## src/hdl/obp_pkg.sv

```systemverilog
// shared types and constants of the optimal block partition block
package obp_pkg;

  // field widths fixed by the item formats
  localparam int unsigned POS_W   = 6;
  localparam int unsigned WIDTH_W = 6;
  localparam int unsigned COST_W  = 24;
  localparam int unsigned CFG_IDX_W = 3;
  localparam int unsigned MASK_W  = 64;

  // payload rounding unit for word-aligned blocks
  localparam int unsigned WORD_BITS = 32;
  localparam int unsigned WORD_SHIFT = 5;

  localparam logic [COST_W-1:0] COST_MAX = {COST_W{1'b1}};

  // register indexes on the configuration port
  localparam logic [CFG_IDX_W-1:0] REG_FIXED_COST     = 3'd0;
  localparam logic [CFG_IDX_W-1:0] REG_WORD_ALIGNED   = 3'd1;
  localparam logic [CFG_IDX_W-1:0] REG_BLOCK_LEN_MASK = 3'd2;
  localparam logic [CFG_IDX_W-1:0] REG_ZERO_RUN_EN    = 3'd3;
  localparam logic [CFG_IDX_W-1:0] REG_ZERO_LEN_MASK  = 3'd4;

  // one input item: an element width
  typedef struct packed {
    logic [WIDTH_W-1:0] width;
    logic               last_element;
  } elem_t;

  // one result item: a partition boundary
  typedef struct packed {
    logic [POS_W-1:0] boundary;
    logic             last_boundary;
    logic             unreachable;
  } bnd_t;

endpackage

```

## src/hdl/obp_ram.sv

```systemverilog
// generic single-port-write, registered-read ram
module obp_ram #(
  parameter int unsigned WIDTH = 8,
  parameter int unsigned DEPTH = 64,
  parameter int unsigned ADDR_W = (DEPTH > 1) ? $clog2(DEPTH) : 1
) (
  input  logic              clk,
  input  logic              we,
  input  logic [ADDR_W-1:0] waddr,
  input  logic [WIDTH-1:0]  wdata,
  input  logic [ADDR_W-1:0] raddr,
  output logic [WIDTH-1:0]  rdata
);

  logic [WIDTH-1:0] mem [DEPTH];

  // write port and registered read port
  always_ff @(posedge clk) begin
    if (we) begin
      mem[waddr] <= wdata;
    end
    rdata <= mem[raddr];
  end

endmodule

```

## src/hdl/optimal_block_partition_top.sv

```systemverilog
// optimal block partition: forward cost search over stored widths, then path trace
//
// channel | direction | handshake            | item
// elem    | in        | elem_valid/elem_stall | elem_t: width, last_element
// bnd     | out       | bnd_valid/bnd_stall   | bnd_t: boundary, last_boundary, unreachable
// cfg     | in        | cfg_valid/cfg_ready   | cfg_index, cfg_data
//
// an element holds elem_stall high after its accept until the scan over its candidate block
// lengths, at most MAX_BLOCK of them, is done: one stored cost and
// width are read per cycle from the cost and width rams, through a two-stage pipe.
// a last element then traces the path through the predecessor ram into the path ram,
// then reads it back as boundary items, each loaded while the output register is free.
// reset (rst, synchronous) clears control state and the config and output registers; rams need no clearing.
// elem_stall is high while an item is in work; bnd_stall holds the output register.
module optimal_block_partition_top
  import obp_pkg::*;
#(
  parameter int unsigned MAX_SEQUENCE = 63,
  parameter int unsigned MAX_BLOCK = 64
) (
  input  logic                 clk,
  input  logic                 rst,
  input  logic                 elem_valid,
  output logic                 elem_stall,
  input  elem_t                elem_data,
  output logic                 bnd_valid,
  input  logic                 bnd_stall,
  output bnd_t                 bnd_data,
  input  logic                 cfg_valid,
  output logic                 cfg_ready,
  input  logic [CFG_IDX_W-1:0] cfg_index,
  input  logic [MASK_W-1:0]    cfg_data
);

  localparam int unsigned WID_AW = (MAX_SEQUENCE > 1) ? $clog2(MAX_SEQUENCE) : 1;
  localparam int unsigned POS_AW = $clog2(MAX_SEQUENCE + 1);
  localparam int unsigned CNT_W  = POS_W + 1;
  localparam int unsigned PAY_W  = 2 * WIDTH_W;
  localparam int unsigned SUM_W  = COST_W + 1;

  localparam logic [2:0] S_IDLE    = 3'd0;
  localparam logic [2:0] S_SCAN    = 3'd1;
  localparam logic [2:0] S_TRC_WR  = 3'd2;
  localparam logic [2:0] S_TRC_RD  = 3'd3;
  localparam logic [2:0] S_EMIT_RD = 3'd4;
  localparam logic [2:0] S_EMIT_LD = 3'd5;

  // configuration registers
  logic [15:0]       fixed_cost;
  logic              word_aligned;
  logic [MASK_W-1:0] block_len_mask;
  logic              zero_run_enable;
  logic [MASK_W-1:0] zero_len_mask;

  // control state
  logic [2:0]       state;
  logic [POS_W-1:0] pos_cnt;
  logic             unreach_flag;
  logic             last_reach;
  logic             last_flag;

  // scan issue and pipeline
  logic             iss_on;
  logic [POS_W-1:0] iss_len;
  logic [POS_W-1:0] scan_lim;
  logic [POS_W-1:0] rd_j;
  logic             s1_v;
  logic [POS_W-1:0] s1_len;
  logic [POS_W-1:0] s1_j;
  logic [WIDTH_W-1:0] maxw;
  logic [WIDTH_W-1:0] maxw_n;
  logic             s1_reach;
  logic [COST_W-1:0] s1_cost;
  logic [MASK_W-1:0] s1_mask;
  logic             s2_v;
  logic             s2_ok;
  logic [POS_W-1:0] s2_len;
  logic [POS_W-1:0] s2_j;
  logic [WIDTH_W-1:0] s2_maxw;
  logic [COST_W-1:0] s2_cost;
  logic [PAY_W-1:0] pay_raw;
  logic [PAY_W-1:0] pay;
  logic [SUM_W-1:0] sum;
  logic [COST_W-1:0] cand;
  logic             found;
  logic [COST_W-1:0] best;
  logic [POS_W-1:0] pred;
  logic             scan_done;

  // trace and emit
  logic [POS_W-1:0] tpos;
  logic [CNT_W-1:0] cnt;
  logic [POS_W-1:0] eidx;

  // ram ports
  logic [WIDTH_W-1:0] wid_rdata;
  logic [COST_W:0]    cost_rdata;
  logic [POS_W-1:0]   pred_rdata;
  logic [POS_W-1:0]   path_rdata;
  logic               elem_acc;
  logic               out_free;

  assign elem_stall = (state != S_IDLE);
  assign cfg_ready  = 1'b1;
  assign elem_acc   = elem_valid && !elem_stall;
  assign out_free   = !bnd_valid || !bnd_stall;

  // scan limits and read address
  assign scan_lim  = ({1'b0, pos_cnt} < CNT_W'(MAX_BLOCK)) ? pos_cnt : POS_W'(MAX_BLOCK);
  assign rd_j      = pos_cnt - iss_len;
  assign scan_done = (state == S_SCAN) && !iss_on && !s1_v && !s2_v;

  // stage one: running maximum and length mask
  assign maxw_n   = (wid_rdata > maxw) ? wid_rdata : maxw;
  assign s1_reach = (s1_j == '0) ? 1'b1 : cost_rdata[COST_W];
  assign s1_cost  = (s1_j == '0) ? '0 : cost_rdata[COST_W-1:0];
  assign s1_mask  = (zero_run_enable && maxw_n == '0) ? zero_len_mask : block_len_mask;

  // stage two: block cost
  assign pay_raw = PAY_W'(s2_len) * PAY_W'(s2_maxw);
  assign pay     = word_aligned ? PAY_W'((pay_raw + PAY_W'(WORD_BITS - 1)) >> WORD_SHIFT)
                                : pay_raw;
  assign sum     = SUM_W'(s2_cost) + SUM_W'(pay) + SUM_W'(fixed_cost);
  assign cand    = sum[COST_W] ? COST_MAX : sum[COST_W-1:0];

  // configuration writes
  always_ff @(posedge clk) begin
    if (rst) begin
      fixed_cost      <= '0;
      word_aligned    <= 1'b0;
      block_len_mask  <= MASK_W'(16'hFFFF);
      zero_run_enable <= 1'b0;
      zero_len_mask   <= '0;
    end else if (cfg_valid && cfg_ready) begin
      unique case (cfg_index)
        REG_FIXED_COST:     fixed_cost      <= cfg_data[15:0];
        REG_WORD_ALIGNED:   word_aligned    <= cfg_data[0];
        REG_BLOCK_LEN_MASK: block_len_mask  <= cfg_data;
        REG_ZERO_RUN_EN:    zero_run_enable <= cfg_data[0];
        REG_ZERO_LEN_MASK:  zero_len_mask   <= cfg_data;
        default: ;
      endcase
    end
  end

  // scan pipeline payload
  always_ff @(posedge clk) begin
    s1_len  <= iss_len;
    s1_j    <= rd_j;
    s2_ok   <= s1_mask[s1_len - POS_W'(1)] && s1_reach;
    s2_len  <= s1_len;
    s2_j    <= s1_j;
    s2_maxw <= maxw_n;
    s2_cost <= s1_cost;
  end

  // sequencer
  always_ff @(posedge clk) begin
    if (rst) begin
      state        <= S_IDLE;
      pos_cnt      <= '0;
      unreach_flag <= 1'b0;
      last_reach   <= 1'b0;
      last_flag    <= 1'b0;
      iss_on       <= 1'b0;
      iss_len      <= '0;
      s1_v         <= 1'b0;
      s2_v         <= 1'b0;
      maxw         <= '0;
      found        <= 1'b0;
      best         <= '0;
      pred         <= '0;
      tpos         <= '0;
      cnt          <= '0;
      eidx         <= '0;
      bnd_valid    <= 1'b0;
      bnd_data     <= '0;
    end else begin
      // a taken item leaves unless the next one is loaded at the same edge
      if (bnd_valid && !bnd_stall && !((state == S_EMIT_LD) && out_free)) begin
        bnd_valid <= 1'b0;
      end
      s1_v <= (state == S_SCAN) && iss_on;
      s2_v <= s1_v;
      if (s1_v) begin
        maxw <= maxw_n;
      end
      // keep the cheapest predecessor, the longer block on equal cost
      if (s2_v && s2_ok && (!found || cand <= best)) begin
        found <= 1'b1;
        best  <= cand;
        pred  <= s2_j;
      end
      unique case (state)
        S_IDLE: begin
          if (elem_acc) begin
            last_flag <= elem_data.last_element;
            tpos      <= pos_cnt;
            cnt       <= '0;
            if (pos_cnt < POS_W'(MAX_SEQUENCE)) begin
              pos_cnt <= pos_cnt + POS_W'(1);
              iss_on  <= 1'b1;
              iss_len <= POS_W'(1);
              maxw    <= '0;
              found   <= 1'b0;
              pred    <= '0;
              state   <= S_SCAN;
            end else if (elem_data.last_element) begin
              state <= S_TRC_WR;
            end
          end
        end
        S_SCAN: begin
          if (iss_on) begin
            if (iss_len == scan_lim) begin
              iss_on <= 1'b0;
            end else begin
              iss_len <= iss_len + POS_W'(1);
            end
          end
          if (scan_done) begin
            last_reach <= found;
            if (!found) begin
              unreach_flag <= 1'b1;
            end
            tpos  <= pos_cnt;
            cnt   <= '0;
            state <= last_flag ? S_TRC_WR : S_IDLE;
          end
        end
        S_TRC_WR: begin
          cnt <= cnt + CNT_W'(1);
          if (tpos == '0) begin
            eidx  <= cnt[POS_W-1:0];
            state <= S_EMIT_RD;
          end else if (!last_reach || (cnt + CNT_W'(1) == CNT_W'(MAX_SEQUENCE))) begin
            tpos <= '0;
          end else begin
            state <= S_TRC_RD;
          end
        end
        S_TRC_RD: begin
          tpos  <= pred_rdata;
          state <= S_TRC_WR;
        end
        S_EMIT_RD: begin
          state <= S_EMIT_LD;
        end
        S_EMIT_LD: begin
          if (out_free) begin
            bnd_valid              <= 1'b1;
            bnd_data.boundary      <= path_rdata;
            bnd_data.last_boundary <= (eidx == '0);
            bnd_data.unreachable   <= unreach_flag;
            if (eidx == '0) begin
              pos_cnt      <= '0;
              unreach_flag <= 1'b0;
              state        <= S_IDLE;
            end else begin
              eidx  <= eidx - POS_W'(1);
              state <= S_EMIT_RD;
            end
          end
        end
        default: state <= S_IDLE;
      endcase
    end
  end

  // element widths
  obp_ram #(.WIDTH(WIDTH_W), .DEPTH(MAX_SEQUENCE), .ADDR_W(WID_AW)) u_wid_ram (
    .clk   (clk),
    .we    (elem_acc && (pos_cnt < POS_W'(MAX_SEQUENCE))),
    .waddr (pos_cnt[WID_AW-1:0]),
    .wdata (elem_data.width),
    .raddr (rd_j[WID_AW-1:0]),
    .rdata (wid_rdata)
  );

  // reach bit and best cost per position
  obp_ram #(.WIDTH(COST_W + 1), .DEPTH(MAX_SEQUENCE + 1), .ADDR_W(POS_AW)) u_cost_ram (
    .clk   (clk),
    .we    (scan_done),
    .waddr (pos_cnt[POS_AW-1:0]),
    .wdata ({found, found ? best : COST_W'(0)}),
    .raddr (rd_j[POS_AW-1:0]),
    .rdata (cost_rdata)
  );

  // best predecessor per position
  obp_ram #(.WIDTH(POS_W), .DEPTH(MAX_SEQUENCE + 1), .ADDR_W(POS_AW)) u_pred_ram (
    .clk   (clk),
    .we    (scan_done),
    .waddr (pos_cnt[POS_AW-1:0]),
    .wdata (pred),
    .raddr (tpos[POS_AW-1:0]),
    .rdata (pred_rdata)
  );

  // traced path, read back in reverse
  obp_ram #(.WIDTH(POS_W), .DEPTH(MAX_SEQUENCE + 1), .ADDR_W(POS_AW)) u_path_ram (
    .clk   (clk),
    .we    (state == S_TRC_WR),
    .waddr (cnt[POS_AW-1:0]),
    .wdata (tpos),
    .raddr (eidx[POS_AW-1:0]),
    .rdata (path_rdata)
  );

  // a boundary item appears only after a path read
  a_bnd_from_emit: assert property (@(posedge clk) disable iff (rst)
    $rose(bnd_valid) |-> $past(state) == S_EMIT_LD)
    else $error("boundary item outside emit");

  // stored sequence never exceeds its depth
  a_pos_range: assert property (@(posedge clk) disable iff (rst)
    pos_cnt <= POS_W'(MAX_SEQUENCE))
    else $error("position count overflow");

  // a chosen predecessor lies before the solved position
  a_pred_before: assert property (@(posedge clk) disable iff (rst)
    (scan_done && found) |-> pred < pos_cnt)
    else $error("predecessor not before position");

  // the pipe is empty whenever a new element is taken
  a_pipe_idle: assert property (@(posedge clk) disable iff (rst)
    elem_acc |-> !s1_v && !s2_v && !iss_on)
    else $error("scan pipe busy on accept");

endmodule
```

## config.mk

```make
export PLATFORM = sky130hd
export DESIGN_NAME = optimal_block_partition_top
export DESIGN_NICKNAME = d
export VERILOG_FILES = /design/src/hdl/obp_pkg.sv /design/src/hdl/obp_ram.sv /design/src/hdl/optimal_block_partition_top.sv
export SDC_FILE = /design/constraint.sdc
export NUM_CORES = 2
export LEC_CHECK = 0
export ABC_CLOCK_PERIOD_IN_PS = 14190
export BUFFER_PORTS_ARGS = -buffer_cell sky130_fd_sc_hd__buf_2
export CAP_MARGIN = 10
export CORE_MARGIN = 1
export CORE_UTILIZATION = 40
export DETAILED_ROUTE_END_ITERATION = 7
export GPL_TIMING_DRIVEN = 0
export SYNTH_ARGS = -nofsm -noshare
export SYNTH_HDL_FRONTEND = slang
export SYNTH_SLANG_ARGS = --single-unit
export TNS_END_PERCENT = 1
```

## constraint.sdc

```tcl
create_clock -name clk -period 14.19 [get_ports clk]
set_clock_uncertainty 0.1 [all_clocks]
set_input_delay 1.419 -clock clk [delete_from_list [all_inputs] [get_ports clk]]
set_output_delay 1.419 -clock clk [all_outputs]
set_load 0.01 [all_outputs]
```

==> key figures <==
Clock network
  – Root buf cell: clkbuf_16
  – Clock latency on the worst-skew pair: between 800 and 900 ps
  – Post-CTS setup buffer count: 0
  – Cts hold-fix bufs: 0
  – PostCTS Resize Cnt: 0
  – Clock sinks: 3076
  – H-tree Lvls: 5
  – Number of buffers created by CTS: 321
  – Clk slew on worst S/H paths: about 60 ps
  – Clk buf depth: 4
  – TritonCTS clock tree: done

Floorplan
  – Chip Width: between 500 and 600 um
  – Die area: between 300000 and 400000 sq um
  – Ports: 90
  – Initial Util: 0.403
  – Core area: ~300000 sq um
  – Rows: about 200
  – Die height: 552 um

Setup path
  – Worst path slowest cell: fa_1
  – CP Launch Type: flip-flop
  – Crit end category: flip-flop
  – Critical Path Start: s2_maxw[0]$_DFF_P_
  – Worst EP arrival: ~11000 ps
  – Crit Path Class: reg2reg
  – Largest stage delay, worst path: roughly 530 ps
  – Reg2Reg Launch Point: s2_maxw[0]$_DFF_P_
  – Critical Path RT: roughly 15000 ps
  – Crit Path Max Fanout: 10

Synth
  – Cell taking the most area after synthesis: edfxtp_1
  – Synth Cell Area: between 100000 and 150000 sq um
  – Share of the synthesized area in the top cell type: 0.683
  – Avg Cell Area, Syn: slightly below 20 sq um
  – Top cells by area, synth: edfxtp_1 (68%), mux4_2 (16%), dfxtp_1 (5.5%)
  – Mapped Cells: 6205
  – EDFF count, synth: approximately 2700
  – Seq/Total Area, Yosys: 0.737
  – Top_reg_cell synth: edfxtp_1
  – Ys async rst share: 0
  – Yosys cell types: about 80
  – Yosys warns: 0
  – Yosys reg bits: approximately 3100
  – Synthesized Nets: 6397

Outcome
  – Status: finished, final reports clean

STA
  – Final Cycle Share: 0.733
  – Hold Vio Cnt, Final: 0
  – Slew Viols, Final: 0
  – Tmin final: 10400 ps
  – Fin Setup TNS: 0 ps
  – RSZ-0062 raised after global routing: no
  – Slew @ Worst Pin: between 1000 and 1500 ps
  – Max Fclk: just under 0.1 GHz
  – Endpoints failing setup: 0
  – Max_slew headroom: 0.0959

Drt
  – Avg WL per Cell: 29.5 um
  – DR vias: between 60000 and 70000
  – Total Wirelength: about 320000 um
  – 1st-pass router iterations: 6
  – Initial DRC count: 7330
  – Drt drc: 0
  – Drt via density: roughly 5.7
  – Routed Antenna Nets: 0

Placed design
  – RD Place Congestion: 0.857
  – Dpl hpwl: 226000 um
  – Placed insts: between 10000 and 15000
  – IO Port Bufs: 87

Finish
  – Non-Filler Instances: 10900
  – Most frequent cells in the layout: edfxtp_1 (2746), mux4_2 (846), nand2_1 (423)
  – Layout Nets: 6938
  – Synth-to-Final Area Change: 15.4%
  – Fraction of layout cells with a size suffix above 1: 0.241
  – Commonest non-fill, non-tap cell in the layout: edfxtp_1

GRT
  – Vias in the first global route: between 60000 and 70000
  – First-pass GRT wire length: ~460000 um
  – Largest net degree at the start of global routing: 64
  – Antenna violations before repair: 36
  – GRT Overall Usage: 0.211
  – Remaining Overflow, GRT: 0

Hold path
  – Hold Path Origin: s1_j[0]$_DFF_P_
  – Worst Hold Class: reg2reg

Power and ir drop
  – Leak: 0.0436 uW
  – Peak VDD IR: about 0.1 mV
  – Power per Cell Area: between 150 and 200 nW/um^2

Flow run
  – Max-cap violations: 0
==> cells in the mapped netlist, drive strengths merged, types with 6 or more instances <==
cell type  count
ha            82
o22ai         33
nor3          30
nand3         61
nand2b        23
fa            31
dfxtp        330
nor2         369
o21ai         72
xor2          16
a211oi        29
buf           94
o221ai        15
mux2i        116
mux4         847
a21oi        232
or3           16
or2           18
and2          56
a21o          13
o21a          12
xnor2         30
nand2        423
nand4         14
nor2b         12
a311oi         8
clkbuf       246
inv          107
a211o          6
mux2          12
a22oi          7
edfxtp      2746
nor4          11
a31oi         10
==> area by class of cell <==
type	instances	area [sq um]
antenna	4	10.0
buffer	340	1340
clock buffer	409	8720
clock inverter	155	1180
fill	24900	161000
inverter	107	402
multi-input combinational	2682	30700
sequential	3076	89100
tap	3958	4950
timing repair buffer	218	3070
==> layer usage <==
| metal | track usage | routed length [um] | vias up |
|---|---|---|---|
| li1 | - | - | 26100 |
| met1 | 0.286 | 130000 | 33200 |
| met2 | 0.351 | 159000 | 2596 |
| met3 | 0.0384 | 26700 | 466 |
| met4 | 0.0559 | 8220 | 2 |
| met5 | 0 | 15 | - |
==> power breakdown <==
part | leakage (uW) | total, uW | internal [uW] | switching (uW)
Clock | 0.00484 | 8050 | 4590 | 3450
Combinational | 0.0107 | 4360 | 1860 | 2510
Sequential | 0.0280 | 10100 | 9930 | 128
==> critical path: cells and delay by family, from the launching register on <==
kind                       cells  cell delay (ps)
AOI/OAI and AO/OA             10             2650
xor gates and xnor gates       2              380
adders and majority gates      7             2990
buffers and inverters          4              910
DFF                            1              380
muxes                          1              270
and+or+nand+nor               14             2630
==> state kept, by name, summed over array words and instances, names as in the netlist, 16 cells and up <==
register	cells
u_cost_ram.mem	1600
u_path_ram.mem	384
u_wid_ram.mem	378
u_cost_ram.rdata	25
s2_cost	24
fixed_cost	16
zero_len_mask	64
u_pred_ram.mem	384
block_len_mask	64
best	24
==> per-stage QoR <==
step                power, uW   util  hold WS (ps)  setup slack, ps  instance area, sq um
finish                  22500  0.465           259             3790                139000
global route            23200  0.465           264             3240                139000
CTS                     22600  0.464           256             3790                139000
detailed placement      14600  0.431           254             3810                129000
global placement        14500  0.421           247             3870                126000
floorplan               12800      -           229             5590                121000
==> path summary, 6_finish.rpt <==
| check | slack [ps] | cells past startpoint | to |
|---|---|---|---|
| max | 3790 | 38 | best[21]$_SDFFE_PP0N_ |
| min reg2reg | 260 | 0 | s2_j[0]$_DFF_P_ |
| min | 260 | 0 | s2_j[0]$_DFF_P_ |
| max reg2reg | 3790 | 38 | best[21]$_SDFFE_PP0N_ |
==> kinds of logic after synthesis <==
group,synth area share
buffers and inverters,0.0143
AO/OA/AOI/OAI,0.0247
flip-flops,0.737
multiplexers,0.169
other,0.0000310
AND/OR/NAND/NOR,0.0379
adder cells (fa/ha/maj),0.0136
XOR/XNOR,0.00334
(Power assumes the default switching activity.)
